--- config.mk ---
export PLATFORM = sky130hd
export DESIGN_NAME = hcr_resp
export DESIGN_NICKNAME = d
export VERILOG_FILES = /design/src/sv/harris_corner_response_defines.svh /design/src/sv/hcr_pkg.sv /design/src/sv/hcr_resp.sv
export SDC_FILE = /design/constraint.sdc
export NUM_CORES = 2
export LEC_CHECK = 0
export ABC_AREA = 1
export BUFFER_PORTS_ARGS = -buffer_cell sky130_fd_sc_hd__clkbuf_2
export CAP_MARGIN = 10
export CORE_ASPECT_RATIO = 1.25
export CORE_MARGIN = 5
export CORE_UTILIZATION = 50
export DETAILED_ROUTE_END_ITERATION = 8
export GPL_ROUTABILITY_DRIVEN = 0
export MAX_ROUTING_LAYER = met4
export PLACE_DENSITY = 0.65
export SLEW_MARGIN = 20
export SYNTH_ARGS = -nofsm -noshare
export SYNTH_HDL_FRONTEND = slang
export SYNTH_SLANG_ARGS = --single-unit
--- constraint.sdc ---
create_clock -name clk_i -period 20.4 [get_ports clk_i]
set_input_delay 3.06 -clock clk_i [delete_from_list [all_inputs] [get_ports clk_i]]
set_output_delay 3.06 -clock clk_i [all_outputs]
set_load 0.01 [all_outputs]
--- src/sv/harris_corner_response_defines.svh ---
// assertion macros, sampled on clk_i and switched off during reset
`ifndef HARRIS_CORNER_RESPONSE_DEFINES_SVH
`define HARRIS_CORNER_RESPONSE_DEFINES_SVH

// same-cycle implication
`define HCR_ASSERT_NOW(label, ante, cons, msg) \
  label: assert property (@(posedge clk_i) disable iff (!rst_ni) (ante) |-> (cons)) \
    else $error(msg);

// next-cycle implication
`define HCR_ASSERT_NEXT(label, ante, cons, msg) \
  label: assert property (@(posedge clk_i) disable iff (!rst_ni) (ante) |=> (cons)) \
    else $error(msg);

`endif

--- src/sv/hcr_pkg.sv ---
`timescale 1ns / 1ps

package hcr_pkg;

  localparam int unsigned MAX_WIDTH_DEFAULT  = 128;
  localparam int unsigned MAX_HEIGHT_DEFAULT = 128;
  localparam int unsigned GRAD_BITS_DEFAULT  = 12;

  localparam int unsigned POS_W      = 7;
  localparam int unsigned IN_GRAD_W  = 12;
  localparam int unsigned GRAD_MAX_W = 16;
  localparam int unsigned DIM_W      = 8;
  localparam int unsigned K_W        = 16;
  localparam int unsigned RESP_W     = 61;
  localparam int unsigned CFG_IDX_W  = 2;
  localparam int unsigned CFG_DATA_W = 16;

  localparam int unsigned QUEUE_DEPTH = 4;
  localparam int unsigned QPTR_W      = $clog2(QUEUE_DEPTH);

  localparam logic [DIM_W-1:0] FRAME_WIDTH_RST  = 8'd128;
  localparam logic [DIM_W-1:0] FRAME_HEIGHT_RST = 8'd128;
  localparam logic [K_W-1:0]   HARRIS_K_RST     = 16'd2621;

  localparam logic KIND_EVENT = 1'b1;

  typedef enum logic [CFG_IDX_W-1:0] {
    CFG_FRAME_WIDTH  = 2'd0,
    CFG_FRAME_HEIGHT = 2'd1,
    CFG_HARRIS_K     = 2'd2
  } cfg_idx_e;

  typedef struct packed {
    logic [DIM_W-1:0] frame_width;
    logic [DIM_W-1:0] frame_height;
    logic [K_W-1:0]   harris_k;
  } hcr_cfg_t;

  // classified transaction as it sits in the queue
  typedef struct packed {
    logic                         is_event;
    logic                         in_store;
    logic [POS_W-1:0]             pos_x;
    logic [POS_W-1:0]             pos_y;
    logic signed [GRAD_MAX_W-1:0] gx;
    logic signed [GRAD_MAX_W-1:0] gy;
  } hcr_item_t;

endpackage

--- src/sv/hcr_resp.sv ---
`timescale 1ns / 1ps

module hcr_resp #(
  parameter int unsigned GRAD_BITS = hcr_pkg::GRAD_BITS_DEFAULT,
  localparam int unsigned SW       = 2 * GRAD_BITS + 2
) (
  input  logic                               clk_i,
  input  logic                               rst_ni,
  input  logic [hcr_pkg::K_W-1:0]            harris_k_i,
  input  logic                               sum_valid_i,
  output logic                               sum_ready_o,
  input  logic [SW-1:0]                      sxx_i,
  input  logic [SW-1:0]                      syy_i,
  input  logic signed [SW:0]                 sxy_i,
  input  logic [hcr_pkg::POS_W-1:0]          ev_x_i,
  input  logic [hcr_pkg::POS_W-1:0]          ev_y_i,
  output logic                               resp_valid_o,
  output logic signed [hcr_pkg::RESP_W-1:0]  response_o,
  output logic [hcr_pkg::POS_W-1:0]          out_x_o,
  output logic [hcr_pkg::POS_W-1:0]          out_y_o
);
  import hcr_pkg::*;

  localparam int unsigned MW  = (SW + 1 > K_W) ? SW + 1 : K_W;
  localparam int unsigned KTW = 2 * MW + K_W;
  localparam int unsigned DW  = 2 * MW + 2;
  localparam int unsigned EW  = ((DW > RESP_W) ? DW : RESP_W) + 1;
  localparam logic signed [EW-1:0] SatHi = {{(EW - RESP_W + 1){1'b0}}, {(RESP_W - 1){1'b1}}};
  localparam logic signed [EW-1:0] SatLo = {{(EW - RESP_W + 1){1'b1}}, {(RESP_W - 1){1'b0}}};

  typedef enum logic [3:0] {
    S_IDLE,
    S_P1,
    S_P2,
    S_T2,
    S_KLO,
    S_KHI,
    S_KSUM,
    S_DIFF,
    S_SAT
  } state_e;

  state_e                    state_q;
  logic                      resp_valid_q;
  logic signed [RESP_W-1:0]  response_q;
  logic [POS_W-1:0]          out_x_q;
  logic [POS_W-1:0]          out_y_q;

  logic [POS_W-1:0]      x_q;
  logic [POS_W-1:0]      y_q;
  logic [MW-1:0]         sxx_q;
  logic [MW-1:0]         syy_q;
  logic [MW-1:0]         sxym_q;
  logic [MW-1:0]         trace_q;
  logic [MW-1:0]         t2hi_q;
  logic [2*MW-1:0]       prod_q;
  logic signed [2*MW:0]  det_q;
  logic [KTW-1:0]        kt_q;
  logic signed [DW-1:0]  diff_q;

  logic                  take;
  logic signed [SW:0]    sxy_neg;
  logic [SW-1:0]         sxy_mag;
  logic [MW-1:0]         mul_a;
  logic [MW-1:0]         mul_b;
  logic [2*MW-1:0]       prod_d;
  logic signed [EW-1:0]  diff_ext;
  logic signed [RESP_W-1:0] sat_val;

  assign sum_ready_o = (state_q == S_IDLE);
  assign take        = sum_ready_o & sum_valid_i;
  assign sxy_neg     = -sxy_i;
  assign sxy_mag     = sxy_i[SW] ? sxy_neg[SW-1:0] : sxy_i[SW-1:0];

  // one shared multiplier, stepped through the products
  always_comb begin
    mul_a = sxx_q;
    mul_b = syy_q;
    case (state_q)
      S_P2: begin
        mul_a = sxym_q;
        mul_b = sxym_q;
      end
      S_T2: begin
        mul_a = trace_q;
        mul_b = trace_q;
      end
      S_KLO: begin
        mul_a = prod_q[MW-1:0];
        mul_b = MW'(harris_k_i);
      end
      S_KHI: begin
        mul_a = t2hi_q;
        mul_b = MW'(harris_k_i);
      end
      default: ;
    endcase
  end

  assign prod_d = mul_a * mul_b;

  always_ff @(posedge clk_i) begin
    prod_q <= prod_d;
    case (state_q)
      S_IDLE: begin
        if (take) begin
          sxx_q   <= MW'(sxx_i);
          syy_q   <= MW'(syy_i);
          sxym_q  <= MW'(sxy_mag);
          trace_q <= MW'({1'b0, sxx_i} + {1'b0, syy_i});
          x_q     <= ev_x_i;
          y_q     <= ev_y_i;
        end
      end
      S_P2:   det_q  <= $signed({1'b0, prod_q});
      S_T2:   det_q  <= det_q - $signed({1'b0, prod_q});
      S_KLO:  t2hi_q <= prod_q[2*MW-1:MW];
      S_KHI:  kt_q   <= KTW'(prod_q);
      S_KSUM: kt_q   <= kt_q + (KTW'(prod_q) << MW);
      S_DIFF: diff_q <= DW'(det_q) - $signed({2'b00, kt_q[KTW-1:K_W]});
      default: ;
    endcase
  end

  always_comb begin
    diff_ext = EW'(diff_q);
    if (diff_ext > SatHi) begin
      sat_val = SatHi[RESP_W-1:0];
    end else if (diff_ext < SatLo) begin
      sat_val = SatLo[RESP_W-1:0];
    end else begin
      sat_val = diff_ext[RESP_W-1:0];
    end
  end

  always_ff @(posedge clk_i or negedge rst_ni) begin
    if (!rst_ni) begin
      state_q      <= S_IDLE;
      resp_valid_q <= 1'b0;
      response_q   <= '0;
      out_x_q      <= '0;
      out_y_q      <= '0;
    end else begin
      resp_valid_q <= 1'b0;
      case (state_q)
        S_IDLE: begin
          if (take) begin
            state_q <= S_P1;
          end
        end
        S_P1:   state_q <= S_P2;
        S_P2:   state_q <= S_T2;
        S_T2:   state_q <= S_KLO;
        S_KLO:  state_q <= S_KHI;
        S_KHI:  state_q <= S_KSUM;
        S_KSUM: state_q <= S_DIFF;
        S_DIFF: state_q <= S_SAT;
        S_SAT: begin
          resp_valid_q <= 1'b1;
          response_q   <= sat_val;
          out_x_q      <= x_q;
          out_y_q      <= y_q;
          state_q      <= S_IDLE;
        end
        default: state_q <= S_IDLE;
      endcase
    end
  end

  assign resp_valid_o = resp_valid_q;
  assign response_o   = response_q;
  assign out_x_o      = out_x_q;
  assign out_y_o      = out_y_q;

endmodule
==> run metrics <==
status=complete, no violations; total CTS buffers=just under 50; Post-CTS Hold Buffers=0; xor/xnor share of the synthesized area=0.0241; Synth Cell Area=~54,000 um^2; H-Tree Depth=2; Synth Area in Compound Gates=0.0726; worst-case clock skew=0.0296 ns; critical path buffer and inverter count=7; Bufs on Longest Clock Path=3; worst hold path type=register to register; Ys Warns=0; largest family of logic cells by synthesized area=adder cells; final antenna-violating net count=0; crit-path max cell delay=just over 0.8 ns; Fmax=97.2 MHz; initial detailed-routing violation count=~4,000; Worst Path Arrival=between 10 and 15 ns; Area growth syn-to-layout=7.30%; Slew HR=0.243; Setup crit end kind=register; CTS resizes=0; DIE WIDTH=about 300 um; die height=around 380 um; via count=~50,000; Avg Synthesized Cell Area=between 7 and 8 um^2; first-pass GRT wire length=295 mm; Post-Route WL=just under 200 mm; Area contributors post-synth=fa_1 23%, edfxtp_1 17%, nand2_1 14%, inv_1 10%, ha_1 8.6%; final setup TNS=0 ns; CP top delay family=adder cells; worst skew pair latency=around 0.64 ns; Crit path required time=about 21 ns; all-layer global routing usage=0.354; row count=134; Yosys top cell area share=0.233; largest net degree at the start of global routing=80; total core area=roughly 110,000 um^2; startpoint types=input pin; fin. max-slew vios=0; vias in the first global route=between 50,000 and 60,000; # IOs=~190; antenna violations before repair=2; crit path kind=input pin to register; 1st-pass router iterations=7; post-CTS setup buffers=0; Synth Instances=7,123; post-DP HPWL=around 160 mm; final setup fails=0; Seq/Total Area, Yosys=0.229; CP max stage cell=o22ai_2; RSZ-0062 raised after global routing=false; crit path max fanout=21; Die ar.=between 100,000 and 150,000 um^2; CTS tree=done; number of port buffers=roughly 190; Worst-Margin Slew=~1.1 ns; fill cell count=approximately 10,000; root buf cell=clkbuf_16; Yosys top cell by area=fa_1; adder-cell share of the synthesized area=0.319; WL per Instance=around 23 um; Starting Density=0.504; drt drc=0; layout cells sized above 1=0.0591; grt ovf=0; net count after synthesis=roughly 8,000; final hold vios=0; Final #Nets=around 8,400; post-synthesis mux area share=0; period utilization=0.504; DR vias/cell=5.62; FF+latch count, synth=approximately 440; clk slew on worst S/H paths=approximately 0.060 ns; Netlist cell types=52; Max Cap Violations=0; final worst path period need=slightly above 10 ns; commonest non-fill, non-tap cell in the layout=nand2_1; most frequent cells in the layout=1,971 x nand2_1, 1,502 x inv_1, 754 x nor2_1; clock sink count=roughly 440; simple-gate area share of the yosys netlist=0.232
-- flip-flops by register name, summed over array words and instances (netlist names) --
name / cells
sxym_q: 26
out_x_o: 7
response_o: 57
syy_q: 26
out_y_o: 7
kt_q: 54
t2hi_q: 27
x_q: 7
trace_q: 27
sxx_q: 26
det_q: 55
diff_q: 56
state_q: 4
prod_q: 54
resp_valid_o: 1
y_q: 7
-- layout make-up --
type / instances / area [um^2] / share of cell area
Inverter: 1545 / 5810 / 0.100
Sequential cell: 441 / 12300 / 0.213
Timing Repair Buffer: 238 / 1320 / 0.0229
Clock inverter: 24 / 194 / 0.00336
Clock buffer: 66 / 1400 / 0.0243
Tap cell: 1428 / 1790 / 0.0309
Antenna cell: 3 / 7.51 / 0.000130
Multi-Input combinational cell: 4982 / 35000 / 0.605
-- Yosys cell counts, drive strengths merged --
library cell  instances
nor2                765
buf                 121
o211ai               16
a22o                 15
a221oi                2
nor4                  5
nand3b                7
inv                1541
a211o                 4
nand2              1975
nor3                 48
fa                  628
nand4                58
nand3               268
a31oi                 5
o22ai                 8
clkinv                4
ha                  370
a211oi                1
xor2                 96
o21a                  7
edfxtp              311
and3                  1
and2                  6
o2111ai               2
a21o                 16
clkbuf               34
dfrtp                76
a21boi                8
o21bai               30
dfxtp                54
or2                  19
o21ai               257
xnor2                52
a21oi               312
o31ai                 1
-- worst min-delay path, delay by kind of cell, from the launching register on --
kind	cells	cell delay [ns]
flops	1	0.32
simple gates	2	0.09
-- metrics by stage --
| step | instances | instance area (um^2) | worst slack [ns] | hold slack, ns | util |
|---|---|---|---|---|---|
| finish | 8727 | 57800 | 10.11 | 0.432 | 0.540 |
| global route | 8726 | 57800 | 10.06 | 0.456 | 0.540 |
| CTS | 8724 | 57800 | 10.42 | 0.437 | 0.540 |
| detailed placement | 8634 | 56200 | 9.81 | 0.425 | 0.525 |
| global placement | 8634 | 56200 | 9.88 | 0.421 | 0.525 |
| floorplan | 7123 | 53900 | 11.70 | 0.418 | - |
-- path summary, 6_finish.rpt --
check / startpoint / end / slack [ns] / depth (start not counted)
min in group asynchronous: rst_ni / out_x_o[1] / 2.45 / 1
min: diff_q[35] / response_o[35] / 0.43 / 2
min reg2reg: diff_q[35] / response_o[35] / 0.43 / 2
max in group asynchronous: rst_ni / response_o[50] / 17.44 / 1
max reg2reg: state_q[3] / prod_q[40] / 10.35 / 28
max: harris_k_i[13] / prod_q[34] / 10.11 / 25
-- kinds of logic (layout without fill, tap and decap cells) --
logic type               after synthesis  after routing
other                                  0              3
buffers and inverters               1700           1873
XOR/XNOR                             148            148
adder cells (fa/ha/maj)              998            998
AND/OR/NAND/NOR                     3152           3152
AO/OA/AOI/OAI                        684            684
flip-flops                           441            441
-- metal layers --
layer	wire (um)	part of all wire	GRT usage
met1	66300	0.33	0.370
met2	93000	0.47	0.578
met5	0	0	-
met3	16300	0.082	0.0626
met4	22700	0.11	0.303
Power is not shown: default switching activity piles up to over one toggle a cycle in this logic, so the estimate is an artifact.
