### src/sv/harris_corner_response_defines.svh
// assertion macros, sampled on clk_i and switched off during reset
`ifndef HARRIS_CORNER_RESPONSE_DEFINES_SVH
`define HARRIS_CORNER_RESPONSE_DEFINES_SVH

// same-cycle implication
`define HCR_ASSERT_NOW(label, ante, cons, msg) \
  label: assert property (@(posedge clk_i) disable iff (!rst_ni) (ante) |-> (cons)) \
    else $error(msg);

// next-cycle implication
`define HCR_ASSERT_NEXT(label, ante, cons, msg) \
  label: assert property (@(posedge clk_i) disable iff (!rst_ni) (ante) |=> (cons)) \
    else $error(msg);

`endif

### src/sv/hcr_pkg.sv
`timescale 1ns / 1ps

package hcr_pkg;

  localparam int unsigned MAX_WIDTH_DEFAULT  = 128;
  localparam int unsigned MAX_HEIGHT_DEFAULT = 128;
  localparam int unsigned GRAD_BITS_DEFAULT  = 12;

  localparam int unsigned POS_W      = 7;
  localparam int unsigned IN_GRAD_W  = 12;
  localparam int unsigned GRAD_MAX_W = 16;
  localparam int unsigned DIM_W      = 8;
  localparam int unsigned K_W        = 16;
  localparam int unsigned RESP_W     = 61;
  localparam int unsigned CFG_IDX_W  = 2;
  localparam int unsigned CFG_DATA_W = 16;

  localparam int unsigned QUEUE_DEPTH = 4;
  localparam int unsigned QPTR_W      = $clog2(QUEUE_DEPTH);

  localparam logic [DIM_W-1:0] FRAME_WIDTH_RST  = 8'd128;
  localparam logic [DIM_W-1:0] FRAME_HEIGHT_RST = 8'd128;
  localparam logic [K_W-1:0]   HARRIS_K_RST     = 16'd2621;

  localparam logic KIND_EVENT = 1'b1;

  typedef enum logic [CFG_IDX_W-1:0] {
    CFG_FRAME_WIDTH  = 2'd0,
    CFG_FRAME_HEIGHT = 2'd1,
    CFG_HARRIS_K     = 2'd2
  } cfg_idx_e;

  typedef struct packed {
    logic [DIM_W-1:0] frame_width;
    logic [DIM_W-1:0] frame_height;
    logic [K_W-1:0]   harris_k;
  } hcr_cfg_t;

  // classified transaction as it sits in the queue
  typedef struct packed {
    logic                         is_event;
    logic                         in_store;
    logic [POS_W-1:0]             pos_x;
    logic [POS_W-1:0]             pos_y;
    logic signed [GRAD_MAX_W-1:0] gx;
    logic signed [GRAD_MAX_W-1:0] gy;
  } hcr_item_t;

endpackage

### src/sv/hcr_fifo.sv
`timescale 1ns / 1ps

module hcr_fifo (
  input  logic               clk_i,
  input  logic               rst_ni,
  input  logic               push_i,
  input  hcr_pkg::hcr_item_t push_data_i,
  output logic               full_o,
  input  logic               pop_i,
  output hcr_pkg::hcr_item_t pop_data_o,
  output logic               empty_o
);
  import hcr_pkg::*;

  hcr_item_t         slot_q [QUEUE_DEPTH];
  logic [QPTR_W-1:0] wr_ptr_q;
  logic [QPTR_W-1:0] rd_ptr_q;
  logic [QPTR_W:0]   count_q;
  logic              do_push;
  logic              do_pop;

  assign full_o     = (count_q == (QPTR_W + 1)'(QUEUE_DEPTH));
  assign empty_o    = (count_q == '0);
  assign do_push    = push_i & ~full_o;
  assign do_pop     = pop_i & ~empty_o;
  assign pop_data_o = slot_q[rd_ptr_q];

  always_ff @(posedge clk_i) begin
    if (do_push) begin
      slot_q[wr_ptr_q] <= push_data_i;
    end
  end

  always_ff @(posedge clk_i or negedge rst_ni) begin
    if (!rst_ni) begin
      wr_ptr_q <= '0;
      rd_ptr_q <= '0;
      count_q  <= '0;
    end else begin
      if (do_push) begin
        wr_ptr_q <= wr_ptr_q + 1'b1;
      end
      if (do_pop) begin
        rd_ptr_q <= rd_ptr_q + 1'b1;
      end
      case ({do_push, do_pop})
        2'b10:   count_q <= count_q + 1'b1;
        2'b01:   count_q <= count_q - 1'b1;
        default: count_q <= count_q;
      endcase
    end
  end

endmodule

### config.mk
export PLATFORM = sky130hd
export DESIGN_NAME = hcr_fifo
export DESIGN_NICKNAME = d
export VERILOG_FILES = /design/src/sv/harris_corner_response_defines.svh /design/src/sv/hcr_pkg.sv /design/src/sv/hcr_fifo.sv
export SDC_FILE = /design/constraint.sdc
export NUM_CORES = 1
export LEC_CHECK = 0
export ABC_AREA = 0
export BUFFER_PORTS_ARGS = -buffer_cell sky130_fd_sc_hd__buf_2
export CORE_MARGIN = 2
export CORE_UTILIZATION = 57
export DETAILED_ROUTE_END_ITERATION = 8
export PLACE_DENSITY = 0.89
export REMOVE_ABC_BUFFERS = 1
export SYNTH_ARGS = -nofsm -noshare
export SYNTH_HDL_FRONTEND = slang
export SYNTH_SLANG_ARGS = --single-unit
### constraint.sdc
create_clock -name clk_i -period 3.3 [get_ports clk_i]
set_input_delay 0.165 -clock clk_i [delete_from_list [all_inputs] [get_ports clk_i]]
set_output_delay 0.165 -clock clk_i [all_outputs]
set_load 0.005 [all_outputs]
==> results of run 1 <==
[repair_timing]
item                      CTS  global route
gates resized for setup     0             0
hold endpoints to repair  199             0
hold buffers               49             0
[layer usage]
metal  up-vias  global-route usage [%]  routed length [um]
met1      1808                    26.0                5410
li1       1545                       -                   -
met2       116                    33.9                6950
met3        13                    6.01                 711
met4         0                    7.45                 158
met5         -                       0                   0
[state kept, by name (all words and copies together), names as in the netlist]
| register | flops |
|---|---|
| count_q | 3 |
| rd_ptr_q | 2 |
| slot_q | 192 |
| wr_ptr_q | 2 |
[stage by stage]
step           hold WS (ns)  setup slack [ns]  power, uW  util, %
2_1_floorplan        -0.131             0.468       4850        -
3_3_place_gp         0.0110              1.28       5640     64.0
3_5_place_dp         0.0137              1.23       5720     64.0
4_1_cts              0.0893             0.777       7920     72.8
5_1_grt               0.125             0.702       8190     72.8
6_report              0.120             0.855       7840     72.8
[area by class of cell]
class | instances | area, um^2 | area share, %
Sequential cell | 199 | 5950 | 64.4
Multi-Input combinational cell | 72 | 1310 | 14.2
Timing Repair Buffer | 157 | 1110 | 12.0
Clock buffer | 17 | 425 | 4.61
Tap cell | 172 | 215 | 2.33
Clock inverter | 15 | 200 | 2.17
Inverter | 6 | 22.5 | 0.244
[worst register-to-register path: stages, from the launching register on]
cell	delay, ns
dfrtp_1	0.45
nor3b_2	0.27
nor2b_2	0.11
inv_1	0.07
ha_1	0.19
inv_1	0.07
fa_1	0.37
xor2_1	0.15
nor2_1	0.14
xor2_1	0.16
[power by group through the flow]
| stage | logic, uW | clock network (uW) | registers, uW |
|---|---|---|---|
| after floorplan | 1140 | 0 | 3710 |
| after global placement | 1960 | 0 | 3680 |
| after detailed placement | 2000 | 0 | 3720 |
| after CTS | 2060 | 2190 | 3670 |
| after global routing | 2200 | 2280 | 3720 |
| final | 2030 | 2150 | 3660 |
[Yosys cell counts]
library cell | count | area share (%)
xor2_1 | 3 | 0.35
nor2b_2 | 1 | 0.12
and2_1 | 4 | 0.34
o31a_1 | 1 | 0.12
fa_1 | 1 | 0.27
ha_1 | 5 | 0.84
nand2_1 | 1 | 0.051
edfxtp_1 | 192 | 78
buf_4 | 1 | 0.10
mux2_2 | 1 | 0.15
buf_6 | 1 | 0.15
buf_12 | 5 | 1.4
xnor2_1 | 3 | 0.35
dfrtp_1 | 7 | 2.4
inv_1 | 6 | 0.30
nor3b_2 | 1 | 0.17
nor3_1 | 1 | 0.068
mux2i_1 | 1 | 0.14
mux4_2 | 48 | 15
buf_2 | 4 | 0.27
nor2_1 | 1 | 0.051
[logic make-up (layout without fill, tap and decap cells)]
kind of cell    Yosys count  count (layout)  synth area share [%]
mux                      50              50                  14.9
buf+inv                  17             195                  2.18
simple gates              9               9                 0.794
flops                   199             199                  80.2
fa+ha+maj                 6               6                  1.11
xor+xnor                  6               6                 0.710
compound gates            1               1                 0.118
[how the worst min path moves through the flow]
stage / to / slack, ns
2_1_floorplan: count_q[0] / -0.13
3_3_place_gp: count_q[1] / 0.01
3_5_place_dp: rd_ptr_q[0] / 0.01
4_1_cts: count_q[1] / 0.09
5_1_grt: rd_ptr_q[0] / 0.12
6_report: wr_ptr_q[0] / 0.12
==> run_results.csv, run 1 <==
group,metric,value,unit
die,core-area,0.0127,mm^2
place,gp_congestion,0.694,
worst_setup_path,rr_worst_depth,9,
clock_tree,worstSkewPairLatency,0.43,ns
die,die_w,118,um
worst_setup_path,critPathKind,"flip-flop to primary output",
worst_setup_path,timing.critical_path.fanout_max,30,
pwr,pwr-share-seq,46.6,%
route,vias_per_cell,5.46,
worst_setup_path,rr_endpoint,"count_q[2]",
clock_tree,h-tree-depth,4,
worst_setup_path,cp-end-kind,"primary output",
final_layout,stdcell_count,638,
timing,hold_viol_final,0,
die,rows,41,
worst_setup_path,worstPathCellList,"buf_12 -> mux4_2 -> buf_2",
final_layout,final_common_cell,"edfxtp_1",
route,vias,3482,
outcome,run_status,"complete, no violations",
logic_synthesis,synth_cells,288,
worst_setup_path,cp.depth,3,
clock_tree,cts_root_buf,"clkbuf_16",
timing,final_max_slew_viol_count,0,
final_layout,n_antenna_cell,0,
min_path,hold_class,"input port to async pin",
die,ioPinCount,102,
die,start_util,58.5,%
pwr,power_switching,2120,uW
place,portBuffers,101,
worst_setup_path,required,3.13,ns
worst_setup_path,crit_path_end,"pop_data_o[21]",
route,drc,0,
timing,max_freq,409,MHz
pwr,power_leakage,0.00323,uW
final_layout,final_cell_mix,"192 x edfxtp_1, 101 x buf_2, 49 x dlygate4sd3_1",
logic_synthesis,netlist_area,0.00741,mm^2
die,die_area,0.0139,mm^2
worst_setup_path,max_stage_delay,0.82,ns
timing,period_needed,2.45,ns
timing,fin_skew,0.00909,ns
pwr,p_int,5730,uW
worst_setup_path,timing.rr.start,"count_q[0]",
worst_setup_path,reg2reg_setup_slack,1.24,ns
global_route,grt_pass1_vias,3751,
logic_synthesis,avgSynthCellArea,25.7,um^2
global_route,overflow,0,
timing,setup_viol,0,
clock_tree,clk_pin_slew,0.07,ns
clock_tree,numCtsBuffers,17,
final_layout,nets,511,
clock_tree,tritoncts,"yes",
timing,setup_tns,0,ns
route,antenna_left,0,
worst_setup_path,crit_buf_inv,2,
pwr,ir_worst_vdd,499,uV
final_layout,drive_above_1_share,42.3,%
worst_setup_path,crit_path_top_delay_cell,"dfrtp_4",
pwr,cellPowerDensity,850,mW/mm^2
worst_setup_path,critPathLaunchType,"flip-flop",
place,post-dp-hpwl,7340,um
pwr,switching_share,27.0,%
logic_synthesis,yosysUniqueCellTypes,21,
route,wl_per_cell,20.7,um
die,die_y,118,um
worst_setup_path,crit_start,"rd_ptr_q[0]",
logic_synthesis,ys_seq_elements,199,
logic_synthesis,yosysSeqAreaShare,80.2,%
global_route,grt_max_degree,49,
logic_synthesis,yosys_warnings,0,
timing,rsz0062_at_grt,"no",
clock_tree,cts_num_sinks,199,
place,dpl_cell_area,0.00811,mm^2
job,drv_cap,0,
global_route,grt_use_total,20.4,%
pwr,pwr-share-clk,27.5,%
final_layout,nFillCells,727,
worst_setup_path,crit_family,"flip-flops",
route,initialDrtViolationCount,320,
route,drt-total-wl,13200,um
timing,fin_crit_sh,74.1,%
worst_setup_path,crit_arrival,2.28,ns
clock_tree,clockBufferDepth,2,
global_route,grt_first_pass_wirelength,20700,um
pwr,combPwrFrac,25.9,%
global_route,antenna_found_initial,0,
timing,slew_headroom,58.3,%
clock_tree,postCtsSetupBuffers,0,
route,drtPass1Iterations,4,
final_layout,area_delta_synth_final,24.6,%
timing,tightest_slew,0.625,ns
final_layout,final_area,0.00923,mm^2
place,dp.cells,557,
No activity file was read; power rests on OpenSTA's default activity.
==> run 2, diff against run 1 <==
- ABC_AREA: 0 -> 1
- CORE_UTILIZATION: 57 -> 58
- clock period: 3.3 -> 2.54 ns (I/O delays scaled with it)
==> run_results.csv, run 2 <==
group,metric,value,unit
logic_synthesis,synth_edf_count,192,
clock_tree,postCtsSetupBuffers,0,
worst_setup_path,required,2.41,ns
route,drc,0,
timing,fin_crit_sh,86.7,%
logic_synthesis,synthMuxAreaShare,0,%
logic_synthesis,synth_cells,622,
outcome,run_status,"complete, no violations",
clock_tree,worstSkewPairLatency,0.43,ns
logic_synthesis,synth_most_common_cell,"edfxtp_1",
final_layout,nets,834,
timing,max_freq,454,MHz
pwr,ir_worst_vdd,620,uV
route,drt-total-wl,17000,um
place,post-dp-hpwl,10200,um
die,die_area,0.0161,mm^2
logic_synthesis,synth_top_cell_by_area,"edfxtp_1",
global_route,grt_max_degree,54,
die,die_y,127,um
clock_tree,cts_hold_buf,51,
timing,tightest_slew,0.870,ns
clock_tree,clockBufferDepth,2,
worst_setup_path,cp-end-kind,"primary output",
pwr,cellPowerDensity,1110,mW/mm^2
route,drtPass1Iterations,5,
timing,slew_headroom,42.0,%
die,die_w,127,um
logic_synthesis,netlist_area,0.00875,mm^2
place,gp_congestion,0.780,
pwr,combPwrFrac,36.4,%
global_route,grt_pass1_vias,5477,
final_layout,final_common_cell,"edfxtp_1",
final_layout,nFillCells,943,
logic_synthesis,netlist_top_cells_area,"edfxtp_1 66%, o211ai_2 14%, nand2_1 4.8%",
final_layout,multi_input_area,0.00212,mm^2
timing,fin_skew,0.00634,ns
pwr,switching_share,34.7,%
final_layout,largest_register_ffs,192,
final_layout,drive_above_1_share,37.9,%
worst_setup_path,critPathKind,"flip-flop to primary output",
logic_synthesis,synthXorXnorAreaFrac,0.100,%
logic_synthesis,avgSynthCellArea,14.1,um^2
final_layout,top_register,"slot_q",
logic_synthesis,yosys_warnings,0,
die,ioPinCount,102,
logic_synthesis,synth_commonest_cells,"192 x edfxtp_1, 112 x nand2_1, 109 x inv_1",
route,vias_per_cell,5.32,
timing,rsz0062_at_grt,"no",
timing,hold_viol_final,0,
timing,setup_viol,0,
final_layout,final_area,0.0105,mm^2
clock_tree,cts_num_sinks,199,
clock_tree,cts_root_buf,"clkbuf_16",
logic_synthesis,synth_ff_type,"edfxtp_1",
final_layout,seq_area,0.00594,mm^2
die,core-area,0.0146,mm^2
final_layout,final_cell_mix,"192 x edfxtp_1, 112 x nand2_1, 109 x inv_1",
logic_synthesis,synth-compound-area-share,13.8,%
logic_synthesis,synth_top_family_by_area,"compound AO/OA/AOI/OAI gates",
place,dpl_cell_area,0.00939,mm^2
global_route,grt_first_pass_wirelength,27100,um
route,antenna_left,0,
place,portBuffers,101,
pwr,power_leakage,0.00438,uW
clock_tree,tritoncts,"yes",
global_route,overflow,0,
timing,final_max_slew_viol_count,0,
clock_tree,h-tree-depth,4,
job,drv_cap,0,
pwr,finalPower,11700,uW
worst_setup_path,timing.critical_path.fanout_max,53,
final_layout,n_antenna_cell,0,
pwr,pwr-share-seq,39.0,%
logic_synthesis,yosysSeqAreaShare,67.9,%
logic_synthesis,ys_async_sr_fraction,3.52,%
route,initialDrtViolationCount,361,
global_route,antenna_found_initial,0,
final_layout,area_delta_synth_final,20.5,%
clock_tree,clk_pin_slew,0.07,ns
clock_tree,numCtsBuffers,17,
logic_synthesis,yosysUniqueCellTypes,19,
worst_setup_path,crit_arrival,2.08,ns
die,rows,44,
logic_synthesis,synthSimpleGateAreaFrac,9.03,%
worst_setup_path,critPathLaunchType,"flip-flop",
die,start_util,59.7,%
route,wl_per_cell,17.5,um
clock_tree,ctsResizeCount,0,
logic_synthesis,synthDominantCellAreaShare,65.9,%
pwr,power_switching,4060,uW
timing,period_needed,2.20,ns
min_path,hold_class,"input port to async pin",
route,vias,5173,
pwr,pwr-share-clk,24.7,%
global_route,grt_use_total,22.1,%
final_layout,largestRegisters,"slot_q x192, count_q x3",
logic_synthesis,synthAdderAreaFrac,0.944,%
pwr,p_int,7660,uW
logic_synthesis,ys_seq_elements,199,
run 2: cell count changes after synthesis, moves of 3 or more:
cell and change:
buf_2 +5, nand2_1 +111, inv_1 +103, o211ai_2 +96
buf_12 -5, buf_6 +20, nand3_1 +7, xor2_1 -3
nor2_1 +3, nand2_2 +50, mux4_2 -48, and2_1 -4
inv_2 +3
run 2: final timing paths:
check | start | to | slack, ns | cells past startpoint
max in group asynchronous | rst_ni | rd_ptr_q[1] | 2.29 | 2
worst min-delay path | rst_ni | rd_ptr_q[0] | 0.06 | 2
min in group clk_i | push_data_i[0] | slot_q[2][0] | 0.44 | 2
worst max register to register | count_q[2] | count_q[2] | 0.69 | 11
worst max-delay path | rd_ptr_q[0] | pop_data_o[5] | 0.34 | 6
worst min register to register | count_q[0] | count_q[0] | 0.51 | 1
run 2: logic make-up after synthesis:
| family | Yosys count |
|---|---|
| XOR/XNOR | 1 |
| AND/OR/NAND/NOR | 174 |
| AO/OA/AOI/OAI | 97 |
| buffers and inverters | 145 |
| adder cells (fa/ha/maj) | 6 |
| flip-flops | 199 |
run 2: layout make-up:
class | count | area share, %
Sequential cell | 199 | 56.4
Multi-Input combinational cell | 278 | 20.1
Timing Repair Buffer | 167 | 11.2
Inverter | 113 | 4.12
Clock buffer | 19 | 4.11
Tap cell | 184 | 2.18
Clock inverter | 13 | 1.90
run 2: worst max-delay path: stages, from the launching register on:
cell,delay [ns]
dfrtp_1,0.46
inv_8,0.35
buf_12,0.34
nand2_1,0.14
o211ai_2,0.09
nand2_1,0.09
buf_2,0.13
run 2: per-layer routing:
metal	up-vias	routed length, um	GRT usage (%)
li1	2451	-	-
met1	2513	6830	27.0
met2	179	8970	38.8
met3	30	959	5.44
met4	0	276	7.11
met5	-	0	0
run 2: power by group through the flow:
stage               clock (uW)  sequential [uW]  combinational (uW)
global route              3050             4610                4710
detailed placement           0             4630                4230
CTS                       2920             4560                4340
finish                    2890             4570                4260
global placement             0             4580                4080
floorplan                    0             4720                2680
run 2: stage by stage:
step / setup slack [ns] / setup TNS [ns] / hold slack (ns) / cells / util (%)
global placement: 0.849 / 0 / -0.0305 / 890 / 64.1
finish: 0.338 / 0 / 0.0626 / 973 / 72.0
floorplan: -0.899 / -163.37 / -0.169 / 590 / -
detailed placement: 0.711 / 0 / -0.0261 / 890 / 64.1
global route: 0.228 / 0 / 0.0819 / 973 / 72.0
CTS: 0.338 / 0 / 0.0432 / 973 / 72.0
==> run 3, diff against run 2 <==
- REMOVE_ABC_BUFFERS: 1 -> unset
==> run_results.csv, run 3 (same netlist as run 2, synthesis figures left out) <==
group,metric,value,unit
outcome,run_status,"complete, no violations",
global_route,grt_first_pass_wirelength,27200,um
clock_tree,tritoncts,"yes",
route,dr_wl_met2,8830,um
timing,setup_viol,0,
final_layout,largest_register_ffs,192,
clock_tree,worstSkewPairLatency,0.43,ns
global_route,overflow,0,
global_route,grt_pass1_vias,5430,
clock_tree,numCtsBuffers,17,
timing,max_freq,461,MHz
min_path,hold_class,"input port to async pin",
die,start_util,59.7,%
route,antenna_left,0,
place,pre_cts_slack,0.708,ns
final_layout,final_common_cell,"edfxtp_1",
worst_setup_path,crit_top_cell,"nand2_1",
final_layout,n_antenna_cell,0,
clock_tree,clk_pin_slew,0.07,ns
clock_tree,ctsResizeCount,0,
route,drt-total-wl,16900,um
place,post-dp-hpwl,10100,um
route,drc,0,
worst_setup_path,critPathLaunchType,"flip-flop",
clock_tree,cts_num_sinks,199,
final_layout,drive_above_1_share,37.9,%
worst_setup_path,critPathKind,"flip-flop to primary output",
global_route,antenna_found_initial,0,
timing,period_needed,2.17,ns
final_layout,area_delta_synth_final,20.3,%
final_layout,largestRegisters,"slot_q x192, count_q x3",
place,portBuffers,101,
worst_setup_path,timing.rr.start,"count_q[0]",
die,core-area,0.0146,mm^2
route,vias_per_cell,5.26,
die,ioPinCount,102,
worst_setup_path,crit_buf_inv,3,
die,die_y,127,um
die,rows,44,
timing,tightest_slew,0.899,ns
timing,hold_viol_final,0,
pwr,ir_worst_vdd,781,uV
worst_setup_path,max_stage_delay,0.46,ns
timing,slew_headroom,40.0,%
logic_synthesis,syn_nets,680,
worst_setup_path,crit_family,"buffers and inverters",
worst_setup_path,crit_start,"rd_ptr_q[0]",
worst_setup_path,cp-end-kind,"primary output",
route,wl_per_cell,17.3,um
worst_setup_path,timing.critical_path.fanout_max,61,
global_route,grt_max_degree,62,
worst_setup_path,worstPathCellList,"inv_8 -> buf_4 -> nand2_1 -> o211ai_2 -> nand2_1 -> buf_2",
pwr,power_leakage,0.00438,uW
pwr,cellPowerDensity,1100,mW/mm^2
worst_setup_path,reg2reg_setup_slack,0.62,ns
route,highest-signal-layer,"met4",
global_route,grt_use_total,22.3,%
route,vias,5128,
final_layout,nets,836,
timing,fin_crit_sh,85.4,%
route,drtPass1Iterations,5,
worst_setup_path,required,2.41,ns
worst_setup_path,crit_path_top_delay_cell,"dfrtp_1",
route,met3_length,783,um
worst_setup_path,crit_arrival,2.04,ns
route,wl_met1,6940,um
final_layout,top_register,"slot_q",
timing,fin_ws,0.370,ns
clock_tree,cts_root_buf,"clkbuf_16",
clock_tree,postCtsSetupBuffers,0,
timing,rsz0062_at_grt,"no",
place,gp_congestion,0.754,
timing,final_max_slew_viol_count,0,
clock_tree,h-tree-depth,4,
final_layout,final_cell_mix,"192 x edfxtp_1, 112 x nand2_1, 109 x inv_1",
die,die_area,0.0161,mm^2
job,drv_cap,0,
clock_tree,clockBufferDepth,2,
route,initialDrtViolationCount,337,
die,die_w,127,um
timing,fin_skew,0.00781,ns
final_layout,postLayoutCoreUtil,71.9,%
[run 3: cell count changes in the layout (fill, tap and decap cells not counted), sizes merged]
cell and change:
clkbuf -2, buf +2, clkinvlp -2, clkinv +6, inv -1, bufinv -1
[run 3: worst register-to-register path, stage by stage, from the launching register on]
cell     delay (ns)
dfrtp_1        0.39
inv_2          0.07
nand3_1        0.16
nand2_1        0.13
inv_1          0.08
ha_1           0.17
inv_1          0.07
fa_1           0.38
nand2_1        0.14
nand3_1        0.10
nand2_1        0.08
nand2_1        0.06
[run 3: worst paths after layout]
check,end,cells after the start
min reg2reg,count_q[1],2
max in group asynchronous,rd_ptr_q[1],2
min in group clk_i,slot_q[2][39],2
max reg2reg,count_q[2],11
min,rd_ptr_q[0],2
max,pop_data_o[17],6
[run 3: area by class of cell]
| cell class | count | area [um^2] |
|---|---|---|
| Clock buffer | 17 | 425 |
| Clock inverter | 15 | 184 |
| Fill cell | 912 | 4120 |
| Inverter | 113 | 434 |
| Multi-Input combinational cell | 278 | 2120 |
| Sequential cell | 199 | 5940 |
| Tap cell | 184 | 230 |
| Timing Repair Buffer | 169 | 1190 |
[run 3: what timing repair did]
item / in CTS / in global routing
hold buffers: 51 / 0
setup endpoints to repair: 0 / 0
endpoints found under the hold margin: 203 / 0
[run 3: routing by layer]
layer / vias to the layer above / global-route usage, %
met5: - / 0
met1: 2474 / 27.3
met3: 31 / 4.89
met4: 0 / 8.86
met2: 168 / 38.7
li1: 2455 / -
[run 3: where the power goes]
group / switching, uW / leakage (uW) / internal, uW
Clock: 1130 / 0.000299 / 1630
Combinational: 2690 / 0.00224 / 1600
Sequential: 228 / 0.00184 / 4330
[run 3: per-stage QoR]
| step | hold slack (ns) | power (uW) | TNS, ns | std cells | instance area (um^2) |
|---|---|---|---|---|---|
| floorplan | -0.169 | 7670 | -119.61 | 622 | 8750 |
| global placement | -0.0363 | 8630 | 0 | 892 | 9410 |
| detailed placement | -0.0265 | 8870 | 0 | 892 | 9410 |
| CTS | 0.0561 | 11700 | 0 | 975 | 10500 |
| global route | 0.0724 | 12300 | 0 | 975 | 10500 |
| finish | 0.0656 | 11600 | 0 | 975 | 10500 |
