--- src/sv/harris_corner_response_defines.svh ---
// assertion macros, sampled on clk_i and switched off during reset
`ifndef HARRIS_CORNER_RESPONSE_DEFINES_SVH
`define HARRIS_CORNER_RESPONSE_DEFINES_SVH

// same-cycle implication
`define HCR_ASSERT_NOW(label, ante, cons, msg) \
  label: assert property (@(posedge clk_i) disable iff (!rst_ni) (ante) |-> (cons)) \
    else $error(msg);

// next-cycle implication
`define HCR_ASSERT_NEXT(label, ante, cons, msg) \
  label: assert property (@(posedge clk_i) disable iff (!rst_ni) (ante) |=> (cons)) \
    else $error(msg);

`endif

--- src/sv/hcr_pkg.sv ---
`timescale 1ns / 1ps

package hcr_pkg;

  localparam int unsigned MAX_WIDTH_DEFAULT  = 128;
  localparam int unsigned MAX_HEIGHT_DEFAULT = 128;
  localparam int unsigned GRAD_BITS_DEFAULT  = 12;

  localparam int unsigned POS_W      = 7;
  localparam int unsigned IN_GRAD_W  = 12;
  localparam int unsigned GRAD_MAX_W = 16;
  localparam int unsigned DIM_W      = 8;
  localparam int unsigned K_W        = 16;
  localparam int unsigned RESP_W     = 61;
  localparam int unsigned CFG_IDX_W  = 2;
  localparam int unsigned CFG_DATA_W = 16;

  localparam int unsigned QUEUE_DEPTH = 4;
  localparam int unsigned QPTR_W      = $clog2(QUEUE_DEPTH);

  localparam logic [DIM_W-1:0] FRAME_WIDTH_RST  = 8'd128;
  localparam logic [DIM_W-1:0] FRAME_HEIGHT_RST = 8'd128;
  localparam logic [K_W-1:0]   HARRIS_K_RST     = 16'd2621;

  localparam logic KIND_EVENT = 1'b1;

  typedef enum logic [CFG_IDX_W-1:0] {
    CFG_FRAME_WIDTH  = 2'd0,
    CFG_FRAME_HEIGHT = 2'd1,
    CFG_HARRIS_K     = 2'd2
  } cfg_idx_e;

  typedef struct packed {
    logic [DIM_W-1:0] frame_width;
    logic [DIM_W-1:0] frame_height;
    logic [K_W-1:0]   harris_k;
  } hcr_cfg_t;

  // classified transaction as it sits in the queue
  typedef struct packed {
    logic                         is_event;
    logic                         in_store;
    logic [POS_W-1:0]             pos_x;
    logic [POS_W-1:0]             pos_y;
    logic signed [GRAD_MAX_W-1:0] gx;
    logic signed [GRAD_MAX_W-1:0] gy;
  } hcr_item_t;

endpackage

--- src/sv/hcr_front.sv ---
`timescale 1ns / 1ps

module hcr_front #(
  parameter int unsigned MAX_WIDTH  = hcr_pkg::MAX_WIDTH_DEFAULT,
  parameter int unsigned MAX_HEIGHT = hcr_pkg::MAX_HEIGHT_DEFAULT,
  parameter int unsigned GRAD_BITS  = hcr_pkg::GRAD_BITS_DEFAULT
) (
  input  logic                                   clk_i,
  input  logic                                   rst_ni,
  input  logic                                   start,
  output logic                                   busy,
  input  logic                                   kind_i,
  input  logic [hcr_pkg::POS_W-1:0]              pos_x_i,
  input  logic [hcr_pkg::POS_W-1:0]              pos_y_i,
  input  logic signed [hcr_pkg::IN_GRAD_W-1:0]   grad_x_i,
  input  logic signed [hcr_pkg::IN_GRAD_W-1:0]   grad_y_i,
  input  logic                                   cfg_we_i,
  input  logic [hcr_pkg::CFG_IDX_W-1:0]          cfg_index_i,
  input  logic [hcr_pkg::CFG_DATA_W-1:0]         cfg_wdata_i,
  input  logic                                   q_full_i,
  input  logic                                   clearing_i,
  output logic                                   push_o,
  output hcr_pkg::hcr_item_t                     item_o,
  output hcr_pkg::hcr_cfg_t                      cfg_o
);
  import hcr_pkg::*;

  localparam int unsigned GRAD_EXT_W = GRAD_MAX_W + 1;
  localparam logic signed [GRAD_EXT_W-1:0] GradHi = GRAD_EXT_W'(2 ** (GRAD_BITS - 1) - 1);
  localparam logic signed [GRAD_EXT_W-1:0] GradLo = ~GradHi;

  hcr_cfg_t cfg_q;

  function automatic logic signed [GRAD_MAX_W-1:0] sat_grad(
    input logic signed [IN_GRAD_W-1:0] g
  );
    logic signed [GRAD_EXT_W-1:0] e;
    logic signed [GRAD_EXT_W-1:0] s;
    e = GRAD_EXT_W'(g);
    if (e > GradHi) begin
      s = GradHi;
    end else if (e < GradLo) begin
      s = GradLo;
    end else begin
      s = e;
    end
    return s[GRAD_MAX_W-1:0];
  endfunction

  assign busy   = q_full_i | clearing_i;
  assign push_o = start & ~busy;

  always_comb begin
    item_o.is_event = (kind_i == KIND_EVENT);
    item_o.in_store = (32'(pos_x_i) < 32'(MAX_WIDTH)) && (32'(pos_y_i) < 32'(MAX_HEIGHT));
    item_o.pos_x    = pos_x_i;
    item_o.pos_y    = pos_y_i;
    item_o.gx       = sat_grad(grad_x_i);
    item_o.gy       = sat_grad(grad_y_i);
  end

  always_ff @(posedge clk_i or negedge rst_ni) begin
    if (!rst_ni) begin
      cfg_q.frame_width  <= FRAME_WIDTH_RST;
      cfg_q.frame_height <= FRAME_HEIGHT_RST;
      cfg_q.harris_k     <= HARRIS_K_RST;
    end else if (cfg_we_i) begin
      case (cfg_idx_e'(cfg_index_i))
        CFG_FRAME_WIDTH:  cfg_q.frame_width  <= cfg_wdata_i[DIM_W-1:0];
        CFG_FRAME_HEIGHT: cfg_q.frame_height <= cfg_wdata_i[DIM_W-1:0];
        CFG_HARRIS_K:     cfg_q.harris_k     <= cfg_wdata_i[K_W-1:0];
        default: ;
      endcase
    end
  end

  assign cfg_o = cfg_q;

endmodule

--- config.mk ---
export PLATFORM = sky130hd
export DESIGN_NAME = hcr_front
export DESIGN_NICKNAME = d
export VERILOG_FILES = /design/src/sv/harris_corner_response_defines.svh /design/src/sv/hcr_pkg.sv /design/src/sv/hcr_front.sv
export SDC_FILE = /design/constraint.sdc
export NUM_CORES = 1
export LEC_CHECK = 0
export ABC_AREA = 1
export BUFFER_PORTS_ARGS = -buffer_cell sky130_fd_sc_hd__buf_2
export CAP_MARGIN = 0
export CORE_MARGIN = 2
export CORE_UTILIZATION = 41
export CTS_CLUSTER_DIAMETER = 60
export DETAILED_ROUTE_END_ITERATION = 16
export GPL_TIMING_DRIVEN = 0
export PLACE_DENSITY = 0.86
export SETUP_SLACK_MARGIN = 0.5
export SLEW_MARGIN = 20
export SYNTH_ARGS = -nofsm -noshare
export SYNTH_HDL_FRONTEND = slang
export SYNTH_SLANG_ARGS = --single-unit
--- constraint.sdc ---
create_clock -name clk_i -period 1.45 [get_ports clk_i]
set_input_delay 0.29 -clock clk_i [delete_from_list [all_inputs] [get_ports clk_i]]
set_output_delay 0.29 -clock clk_i [all_outputs]
set_load 0.02 [all_outputs]
==> results of run 1 <==
==> routing by layer <==
metal | wire length (um) | up-vias
li1 | - | 842
met1 | 1840 | 806
met2 | 2620 | 90
met3 | 425 | 7
met4 | 72 | 0
met5 | 0 | -
==> Yosys cell counts (all sizes together) <==
library cell,n,area (um2)
nand2,65,246
buf,33,256
clkbuf,24,90.1
nand4,24,150
dfrtp,23,576
nand3,10,75.1
dfstp,9,236
inv,3,11.3
nor2,2,23.8
conb,1,3.75
or2,1,6.26
==> logic make-up after synthesis <==
family | synth area share
buffers and inverters | 0.214
flip-flops | 0.485
AND/OR/NAND/NOR | 0.299
other | 0.00224
==> final timing paths <==
check                                startpoint   endpoint  slack [ns]  cells past startpoint
worst max-delay path                   cfg_o[9]   cfg_o[9]        0.21                      1
worst min-delay path                     rst_ni  cfg_o[20]        0.05                      1
worst max register to register        cfg_o[10]  cfg_o[10]        0.56                      4
worst min register to register         cfg_o[5]   cfg_o[5]        0.47                      2
max in group asynchronous                rst_ni  cfg_o[12]        0.93                      1
min in group clk_i              cfg_wdata_i[11]  cfg_o[11]        0.24                      3
==> layout make-up <==
type                       count  area (um2)  share of cell area
buffer                        57         388               0.139
multi-input combinational    103         515               0.184
clock buffer                   6        82.6              0.0295
clock inverter                 2        10.0             0.00358
timing repair buffer         120         915               0.327
sequential                    32         812               0.290
tap                           50        62.6              0.0224
inverter                       3        11.3             0.00403
==> power breakdown <==
| part | switching, mW | internal, mW |
|---|---|---|
| sequential | 0.106 | 1.07 |
| combinational | 0.586 | 0.592 |
| clock | 0.327 | 0.378 |
==> what timing repair did <==
action | in CTS | in global routing
pin swaps | 2 | 0
hold buffers | 0 | 0
setup endpoints to repair | 42 | 42
gates resized for setup | 87 | 7
buffers inserted | 9 | 9
==> key figures, run 1 <==
Outcome
  – Status: completed

STA
  – Slew Limit Fails: 0
  – Tcrit/Tclk final: 0.857
  – Final setup fails: 0
  – Final Hold Vio Count: 0
  – Worst setup margin: slightly above 0.2 ns
  – Fin crit period: about 1.2 ns
  – Setup_tns: 0 ns
  – Rel. slew slack: 0.522
  – WHS: 0.0529 ns
  – RSZ-0062 raised after global routing: yes
  – Least-Margin Pin Slew: around 0.72 ns
  – Fmax: ~800 MHz
  – Setup Skew: 0 ns

Layout
  – Final std cells w/o fill: 373
  – Most common cell after layout, fill and taps aside: nand2_1
  – Most frequent cells in the layout: nand2_1 (64), buf_2 (60), buf_6 (51), buf_4 (42), nand4_1 (24)
  – Area added between synthesis and finish: 66.9%
  – Final nets: slightly below 400
  – Share of cells above drive strength 1: 0.557
  – Fin util: 0.704
  – FILL cells: ~330
  – Post-route cell area: about 2800 um2
  – Inserted Diodes: 0
  – Max reg flops: 32

Logic synthesis
  – Post-synth cell types: 17
  – Mapped Area: about 1700 um2
  – Syn nets: 258
  – YS warnings: 0
  – Seq/Total Area, Yosys: 0.485
  – Synth Register Bits: 32
  – Synth Instances: between 150 and 200
  – Mapped Avg Cell Area: 8.59 um2

Worst setup path
  – CP delay by family, top: flip-flops
  – CP max stage delay: between 0.5 and 0.6 ns
  – Crit path DAT: roughly 0.95 ns
  – Worst path cell trace: buf_6
  – CP Data Required Time: roughly 1.2 ns
  – Crit-path slowest cell: dfstp_2
  – CP Max Fanout: 2
  – CP Capture Type: output port
  – Startpoint Class: flip-flop
  – Buf/Inv on CP: 1
  – Crit Path Class: reg -> out

Placement
  – Detailed Place HPWL: 3.24 mm
  – DP Cell Count: approximately 350
  – Dpl ws: roughly 0.28 ns
  – Number of buffers inserted by port buffering: between 100 and 150
  – Gp weighted congestion: around 0.79
  – Placement-stage cell area: around 2300 um2

Global route
  – Grt peak-use layer: met2
  – Initial antenna violation count: 0
  – Met2 Use GR: 0.369
  – Largest net degree at the start of global routing: 33
  – Met1 Usage GRT: 0.249
  – Global-route wire length before repair: slightly above 7 mm
  – GR Util All Layers: 0.211
  – Vias in the first global route: between 1.5k and 2k
  – Grt ovf: 0
  – Grt met3 use: 0.0526

Detailed routing
  – Initial drt markers: 98
  – Via Count: 1745
  – Final wirelength: approximately 5.0 mm
  – Avg Vias per Cell: about 4.7
  – Wire per inst: approximately 13 um
  – DR DRC count: 0
  – Drt pass-1 iters: 4
  – ANT nets after route: 0

Clock network
  – CTS clk-pin slew, worst paths: approximately 0.07 ns
  – CTS sink count: 32
  – Clock buffer depth: 2
  – CTS buffer count: 5
  – TritonCTS clock tree: done
  – Clk root buf: clkbuf_8
  – Clk Latency, worst-skew pair: about 0.29 ns
  – H-tree depth: 2

Die
  – Die ar.: approximately 4600 um2
  – Initial Util: 0.422
  – Die width: about 68 um
  – # IOs: ~150
  – Die height: 67.9 um
  – Row cnt: 23
  – Core Box Area: a little under 4000 um2

Min path
  – Hold Path Class: in -> async

Power and ir drop
  – Leak pwr: about 1.5 nW
  – Pwr dens: roughly 1100 nW/um2
  – VDD IR max: ~0.00067 V
  – Power, Total: just over 3 mW

Flow run
  – Max-cap violations: 0
Note: power is estimated with default switching activity, not from simulation.
==> run 2: changes to the inputs <==
- ABC_AREA: 1 -> default
- CORE_UTILIZATION: 41 -> 39
- PLACE_DENSITY: 0.86 -> 0.85
==> run 2 against run 1 <==
  * Cell count decreased by 23%
  * Highest routed layer unchanged
  * Critical path depth unchanged
  * Sequential power increased by 5%
  * First-iteration DRC count decreased by 45%
  * Non-clock buffer count decreased by 16
  * Core utilization increased by 1.6 points
  * Clock power increased by 34%
  * Via count decreased by 29%
  * Largest cell class unchanged
==> key figures, run 2 <==
Layout
  – Area added between synthesis and finish: 75.8% (was 66.9%)
  – Share of cells above drive strength 1: 0.804 (was 0.557)
  – Max reg flops: 32 (unchanged)
  – Most frequent cells in the layout: buf_2 (58), buf_6 (56), mux2_2 (27), dfrtp_1 (23) (was nand2_1 (64), buf_2 (60), buf_6 (51), buf_4 (42), nand4_1 (24))
  – Most common cell after layout, fill and taps aside: buf_2 (was nand2_1)
  – Inserted Diodes: 0 (unchanged)
  – Final std cells w/o fill: 288 (was 373)
  – Final nets: 302 (was 385)

Logic synthesis
  – Post-synth cell types: 13 (was 17)
  – Mapped Area: 1520 um2 (was 1680 um2)
  – Seq/Total Area, Yosys: 0.534 (was 0.485)
  – Syn nets: 183 (was 258)
  – Synth Instances: 120 (was 195)
  – Post-synth ARST share: 1.00 (unchanged)
  – Leading register cell type out of synthesis: dfrtp_1 (unchanged)
  – Most common cell in the netlist: mux2_2 (was nand2_1)
  – Mapped Avg Cell Area: 12.7 um2 (was 8.59 um2)
  – Post-synth EDFFs: 0 (unchanged)
  – Synth top cells by count: mux2_2 (32), buf_4 (24), clkbuf_1 (24) (was nand2_1 (64), buf_4 (29), clkbuf_1 (24), nand4_1 (24), dfrtp_1 (23))
  – Post-synth top area share: 0.378 (was 0.344)
  – Synth Register Bits: 32 (unchanged)
  – YS warnings: 0 (unchanged)
  – Cell taking the most area after synthesis: dfrtp_1 (unchanged)
  – Synth area leaders: dfrtp_1 (38%), mux2_2 (24%), dfstp_2 (16%) (was dfrtp_1 (34%), nand2_1 (14%), dfstp_2 (14%))

Worst setup path
  – Reg-to-Reg End: cfg_o[28] (was cfg_o[10])
  – Worst path cell trace: buf_6 (unchanged)
  – CP max stage delay: 0.55 ns (about the same)
  – Startpoint Class: flip-flop (unchanged)
  – R2R Path Start: cfg_o[28] (was cfg_o[10])
  – Crit-path slowest cell: dfstp_2 (unchanged)
  – Reg2Reg Depth: 3 (was 4)
  – CP Data Required Time: 1.16 ns (about the same)
  – Levels on crit path: 1 (unchanged)
  – Crit Path Class: reg -> out (unchanged)
  – Buf/Inv on CP: 1 (unchanged)
  – Reg2Reg Setup Slack: 0.45 ns (was 0.56 ns)
  – CP delay by family, top: flip-flops (unchanged)
  – CP Max Fanout: 2 (unchanged)
  – CP Capture Type: output port (unchanged)
  – Crit path DAT: 0.95 ns (about the same)
  – Critical path startpoint: cfg_o[5] (was cfg_o[9])
  – Worst setup endpoint: cfg_o[5] (was cfg_o[9])

Power and ir drop
  – Power, Total: 3.38 mW (was 3.05 mW)
  – Pwr dens: 1260 nW/um2 (was 1090 nW/um2)
  – Leak pwr: 1.35 nW (was 1.53 nW)
  – VDD IR max: 0.000857 V (was 0.000672 V)

Clock network
  – H-tree depth: 2 (unchanged)
  – Hold-fix buffers, CTS: 0 (unchanged)
  – Clk Latency, worst-skew pair: 0.29 ns (about the same)
  – CTS buffer count: 5 (unchanged)
  – Clock buffer depth: 2 (unchanged)
  – Clk root buf: clkbuf_8 (unchanged)
  – CTS sink count: 32 (unchanged)
  – CTS clk-pin slew, worst paths: 0.07 ns (about the same)
  – TritonCTS clock tree: done (unchanged)

Detailed routing
  – Metal2 WL: 2.50 mm (was 2.62 mm)
  – ANT nets after route: 0 (unchanged)
  – Wire per inst: 14.8 um (was 13.3 um)
  – Met1 WL: 1.45 mm (was 1.84 mm)
  – Via Count: 1245 (was 1745)
  – Drt pass-1 iters: 3 (was 4)
  – Final wirelength: 4.25 mm (was 4.96 mm)
  – Avg Vias per Cell: 4.32 (was 4.68)
  – Initial drt markers: 54 (was 98)
  – Max Used Layer: met4 (unchanged)
  – Met3 wire len: 209 um (was 425 um)
  – DR DRC count: 0 (unchanged)

STA
  – Slew Limit Fails: 0 (unchanged)
  – Setup Skew: 0 ns (unchanged)
  – Final setup fails: 0 (unchanged)
  – Tcrit/Tclk final: 0.854 (was 0.857)
  – Least-Margin Pin Slew: 0.700 ns (was 0.717 ns)
  – Fin crit period: 1.24 ns (about the same)
  – RSZ-0062 raised after global routing: yes (unchanged)
  – Final Hold Vio Count: 0 (unchanged)
  – Rel. slew slack: 0.534 (was 0.522)
  – WHS: 0.0439 ns (was 0.0529 ns)
  – Fmax: 807 MHz (was 805 MHz)

Die
  – Core Box Area: 3720 um2 (was 3970 um2)
  – # IOs: 145 (unchanged)
  – Initial Util: 0.409 (was 0.422)
  – Die height: 66.5 um (was 67.9 um)
  – Die width: 66.5 um (was 67.9 um)
  – Die ar.: 4420 um2 (was 4610 um2)
  – Row cnt: 22 (was 23)

Placement
  – Detailed Place HPWL: 2.80 mm (was 3.24 mm)
  – Gp weighted congestion: 0.675 (was 0.788)
  – DP Cell Count: 272 (was 347)
  – Number of buffers inserted by port buffering: 104 (was 102)

Global route
  – GR Util All Layers: 0.180 (was 0.211)
  – Vias in the first global route: 1194 (was 1560)
  – Initial antenna violation count: 0 (unchanged)
  – Global-route wire length before repair: 5.64 mm (was 7.22 mm)
  – Largest net degree at the start of global routing: 33 (unchanged)
  – Grt ovf: 0 (unchanged)

Flow run
  – Max-cap violations: 0 (unchanged)

Min path
  – Hold Path Class: in -> async (unchanged)

Outcome
  – Status: completed (unchanged)
==> run 2: timing repair <==
item / in CTS / in global routing
endpoints found under the setup margin: 57 / 54
pin swaps: 1 / 1
setup buffers: 4 / 4
resized for setup: 92 / 19
==> run 2: stage by stage <==
step                      setup slack [ns]  setup TNS [ns]  cell area (um2)  utilization
after floorplan                      0.337               0             1540            -
after detailed placement           -0.0352          -0.168             2120        0.571
after global routing                 0.191               0             2680        0.720
after CTS                            0.211               0             2580        0.694
after global placement             0.00958               0             2120        0.571
final                                0.212               0             2680        0.720
==> run 2: layout make-up <==
type,count,area (um2)
Tap cell,48,60.1
Sequential cell,32,812
Clock inverter,1,30.0
Inverter,1,3.75
Timing Repair Buffer,112,876
Buffer,49,335
Clock buffer,7,96.3
Multi-Input combinational cell,38,462
Fill cell,243,1040
==> run 2: kinds of logic after synthesis <==
logic type | Yosys count | synth area share
buffers and inverters | 50 | 0.187
multiplexers | 32 | 0.237
flip-flops | 32 | 0.534
AND/OR/NAND/NOR | 5 | 0.0395
other | 1 | 0.00246
==> run 2: metal layers <==
| layer | vias to the layer above | GRT usage |
|---|---|---|
| li1 | 586 | - |
| met1 | 593 | 0.169 |
| met2 | 58 | 0.351 |
| met3 | 8 | 0.0389 |
| met4 | 0 | 0.0995 |
| met5 | - | 0 |
==> run 2: how the worst min path moves through the flow <==
| stage | start | end | cells past startpoint |
|---|---|---|---|
| 2_1_floorplan | rst_ni | cfg_o[10] | 0 |
| 3_3_place_gp | rst_ni | cfg_o[10] | 1 |
| 3_5_place_dp | rst_ni | cfg_o[15] | 1 |
| 4_1_cts | rst_ni | cfg_o[10] | 1 |
| 5_1_grt | rst_ni | cfg_o[8] | 1 |
| 6_report | rst_ni | cfg_o[8] | 1 |
==> run 2: power breakdown <==
| group | internal (mW) | total [mW] | switching (mW) |
|---|---|---|---|
| clock | 0.606 | 0.945 | 0.339 |
| combinational | 0.660 | 1.21 | 0.547 |
| sequential | 1.10 | 1.23 | 0.127 |
| total | 2.37 | 3.38 | 1.01 |
==> run 3: changes to the inputs <==
- CORE_UTILIZATION: 39 -> 36
- PLACE_DENSITY: 0.85 -> 0.79
- clock period: 1.45 -> 1.2 ns (I/O delays scaled with it)
==> run 3 against run 2 <==
  * Power increased by 26%
  * Global-route usage increased by 1.8 points
  * Sequential cell count unchanged
  * Die area increased by 7.8%
  * Sequential share of layout area decreased by 5.1 points
  * Core utilization increased by 7.9 points
  * Sequential power increased by 22%
  * First-iteration DRC count increased by 9.3%
  * Via count increased by 9.3%
  * Clock skew unchanged
==> key figures, run 3 (synthesis results as in run 2) <==
STA
  – Setup Skew: 0 ns (unchanged)
  – Final setup fails: 0 (unchanged)
  – Least-Margin Pin Slew: 0.712 ns (was 0.700 ns)
  – Fmax: around 840 MHz
  – RSZ-0062 raised after global routing: yes (unchanged)
  – Final Hold Vio Count: 0 (unchanged)
  – Rel. slew slack: 0.526 (was 0.534)
  – Worst setup margin: 0.0107 ns (was 0.212 ns)
  – Fin crit period: around 1.2 ns
  – WHS: 0.00381 ns (was 0.0439 ns)
  – Tcrit/Tclk final: 0.991
  – Slew Limit Fails: 0 (unchanged)

Flow run
  – Max-cap violations: 0 (unchanged)

Worst setup path
  – Crit Path Class: reg -> out (unchanged)
  – Crit path DAT: 0.95 ns (about the same)
  – Reg2Reg Setup Slack: 0.20 ns (was 0.45 ns)
  – Worst path cell trace: buf_6 (unchanged)
  – Reg2Reg Depth: 3 (unchanged)
  – CP Data Required Time: 0.96 ns (was 1.16 ns)
  – Buf/Inv on CP: 1 (unchanged)
  – CP Capture Type: output port (unchanged)
  – R2R Path Start: cfg_o[28] (unchanged)
  – CP max stage delay: 0.54 ns (was 0.55 ns)
  – Crit-path slowest cell: dfstp_2 (unchanged)
  – Reg-to-Reg End: cfg_o[28] (unchanged)
  – Startpoint Class: flip-flop (unchanged)
  – CP delay by family, top: flip-flops (unchanged)
  – CP Max Fanout: 2 (unchanged)

Detailed routing
  – Met1 WL: 1.86 mm (was 1.45 mm)
  – Max Used Layer: met4 (unchanged)
  – Final wirelength: 5.32 mm (was 4.25 mm)
  – Avg Vias per Cell: 4.54 (was 4.32)
  – Initial drt markers: 59 (was 54)
  – Metal2 WL: 2.95 mm (was 2.50 mm)
  – Wire per inst: 17.7 um (was 14.8 um)
  – ANT nets after route: 0 (unchanged)
  – Met3 wire len: 388 um (was 209 um)
  – DR DRC count: 0 (unchanged)
  – Drt pass-1 iters: 3 (unchanged)
  – Via Count: 1361 (was 1245)

Placement
  – Number of buffers inserted by port buffering: 104 (unchanged)
  – Detailed Place HPWL: 2.82 mm (was 2.80 mm)
  – Gp weighted congestion: 0.707 (was 0.675)
  – Dpl ws: -0.221 ns (was -0.0352 ns)
  – DP Cell Count: 274 (was 272)

Power and ir drop
  – Leak pwr: 1.64 nW (was 1.35 nW)
  – VDD IR max: 0.000564 V (was 0.000857 V)
  – Pwr dens: 1320 nW/um2 (was 1260 nW/um2)

Global route
  – Initial antenna violation count: 0 (unchanged)
  – Vias in the first global route: 1435 (was 1194)
  – Largest net degree at the start of global routing: 33 (unchanged)
  – Grt ovf: 0 (unchanged)
  – Global-route wire length before repair: 7.36 mm (was 5.64 mm)
  – GR Util All Layers: 0.197 (was 0.180)

Layout
  – Inserted Diodes: 0 (unchanged)
  – Multi-input logic area: 544 um2 (was 462 um2)
  – FF+latch area: 812 um2 (unchanged)
  – Most common cell after layout, fill and taps aside: buf_6 (was buf_2)
  – Final std cells w/o fill: 300 (was 288)
  – Final nets: 312 (was 302)
  – Share of cells above drive strength 1: 0.816 (was 0.804)
  – Area added between synthesis and finish: 111% (was 75.8%)
  – Most frequent cells in the layout: buf_6 (88), mux2_4 (27), dfrtp_1 (23), buf_2 (22) (was buf_2 (58), buf_6 (56), mux2_2 (27), dfrtp_1 (23))
  – FILL cells: 222 (was 243)
  – Max reg flops: 32 (unchanged)
  – Fin util: 0.798 (was 0.720)

Clock network
  – Clk Latency, worst-skew pair: 0.28 ns (was 0.29 ns)
  – TritonCTS clock tree: done (unchanged)
  – CTS sink count: 32 (unchanged)
  – CTS buffer count: 5 (unchanged)
  – CTS clk-pin slew, worst paths: 0.07 ns (about the same)
  – Clock buffer depth: 2 (unchanged)
  – Clk root buf: clkbuf_8 (unchanged)
  – Hold-fix buffers, CTS: 0 (unchanged)
  – H-tree depth: 2 (unchanged)

Die
  – Row cnt: 23 (was 22)
  – # IOs: 145 (unchanged)
  – Core Box Area: 4030 um2 (was 3720 um2)
  – Die width: 69.0 um (was 66.5 um)
  – Die ar.: 4760 um2 (was 4420 um2)
  – Initial Util: 0.378 (was 0.409)
  – Die height: 69.0 um (was 66.5 um)

Min path
  – Hold Path Class: in -> async (unchanged)

Outcome
  – Status: completed (unchanged)
==> run 3: changes by cell type in the layout (fill, tap and decap cells not counted) <==
cell       previous run  this run
clkbuf_2              0         1
buf_16                0         1
buf_6                56        88
buf_2                58        22
mux2_4                5        27
buf_4                22        16
clkbuf_8              9         7
bufinv_16             1         0
mux2_2               27         5
clkbuf_16             0         2
clkbuf_1             22        21
buf_8                 1        21
==> run 3: power breakdown <==
group	total (mW)	internal [mW]	switching [mW]
Combinational	1.84	1.09	0.745
Clock	0.913	0.523	0.389
Sequential	1.50	1.33	0.176
==> run 3: cell type report <==
type | count | area share
repair buffers | 122 | 0.386
inverters | 1 | 0.00117
well taps | 50 | 0.0194
plain buffers | 49 | 0.141
multi-input cells | 38 | 0.169
flip-flops and latches | 32 | 0.252
clock buffers | 8 | 0.0311
==> run 3: how the worst max path moves through the flow <==
stage | endpoint | slack [ns] | cells after the start | startpoint
2_1_floorplan | cfg_o[24] | 0.14 | 2 | cfg_index_i[1]
3_3_place_gp | cfg_o[28] | -0.17 | 3 | cfg_we_i
3_5_place_dp | cfg_o[29] | -0.22 | 3 | cfg_we_i
4_1_cts | cfg_o[3] | 0.006 | 1 | cfg_o[3]
5_1_grt | cfg_o[31] | -0.03 | 1 | cfg_o[31]
6_report | cfg_o[31] | 0.01 | 1 | cfg_o[31]
==> run 3: timing repair <==
action,4_1_cts,5_1_grt
endpoints found under the setup margin,97,95
pin swaps,2,0
cloned,1,0
gates resized for setup,180,45
buffers inserted,10,7
==> run 3: metal layers <==
metal / vias to the layer above / global-route usage
li1: 604 / -
met1: 663 / 0.216
met4: 0 / 0.0479
met5: - / 0
met2: 86 / 0.360
met3: 8 / 0.0716
==> run 3: metrics by stage <==
| step | setup TNS [ns] | total power [mW] | cell area (um2) |
|---|---|---|---|
| finish | 0 | 4.25 | 3220 |
| global route | -0.0629 | 4.42 | 3220 |
| CTS | 0 | 4.03 | 3010 |
| detailed placement | -1.91 | 2.57 | 2220 |
| global placement | -1.42 | 2.54 | 2220 |
| floorplan | 0 | 2.16 | 1640 |
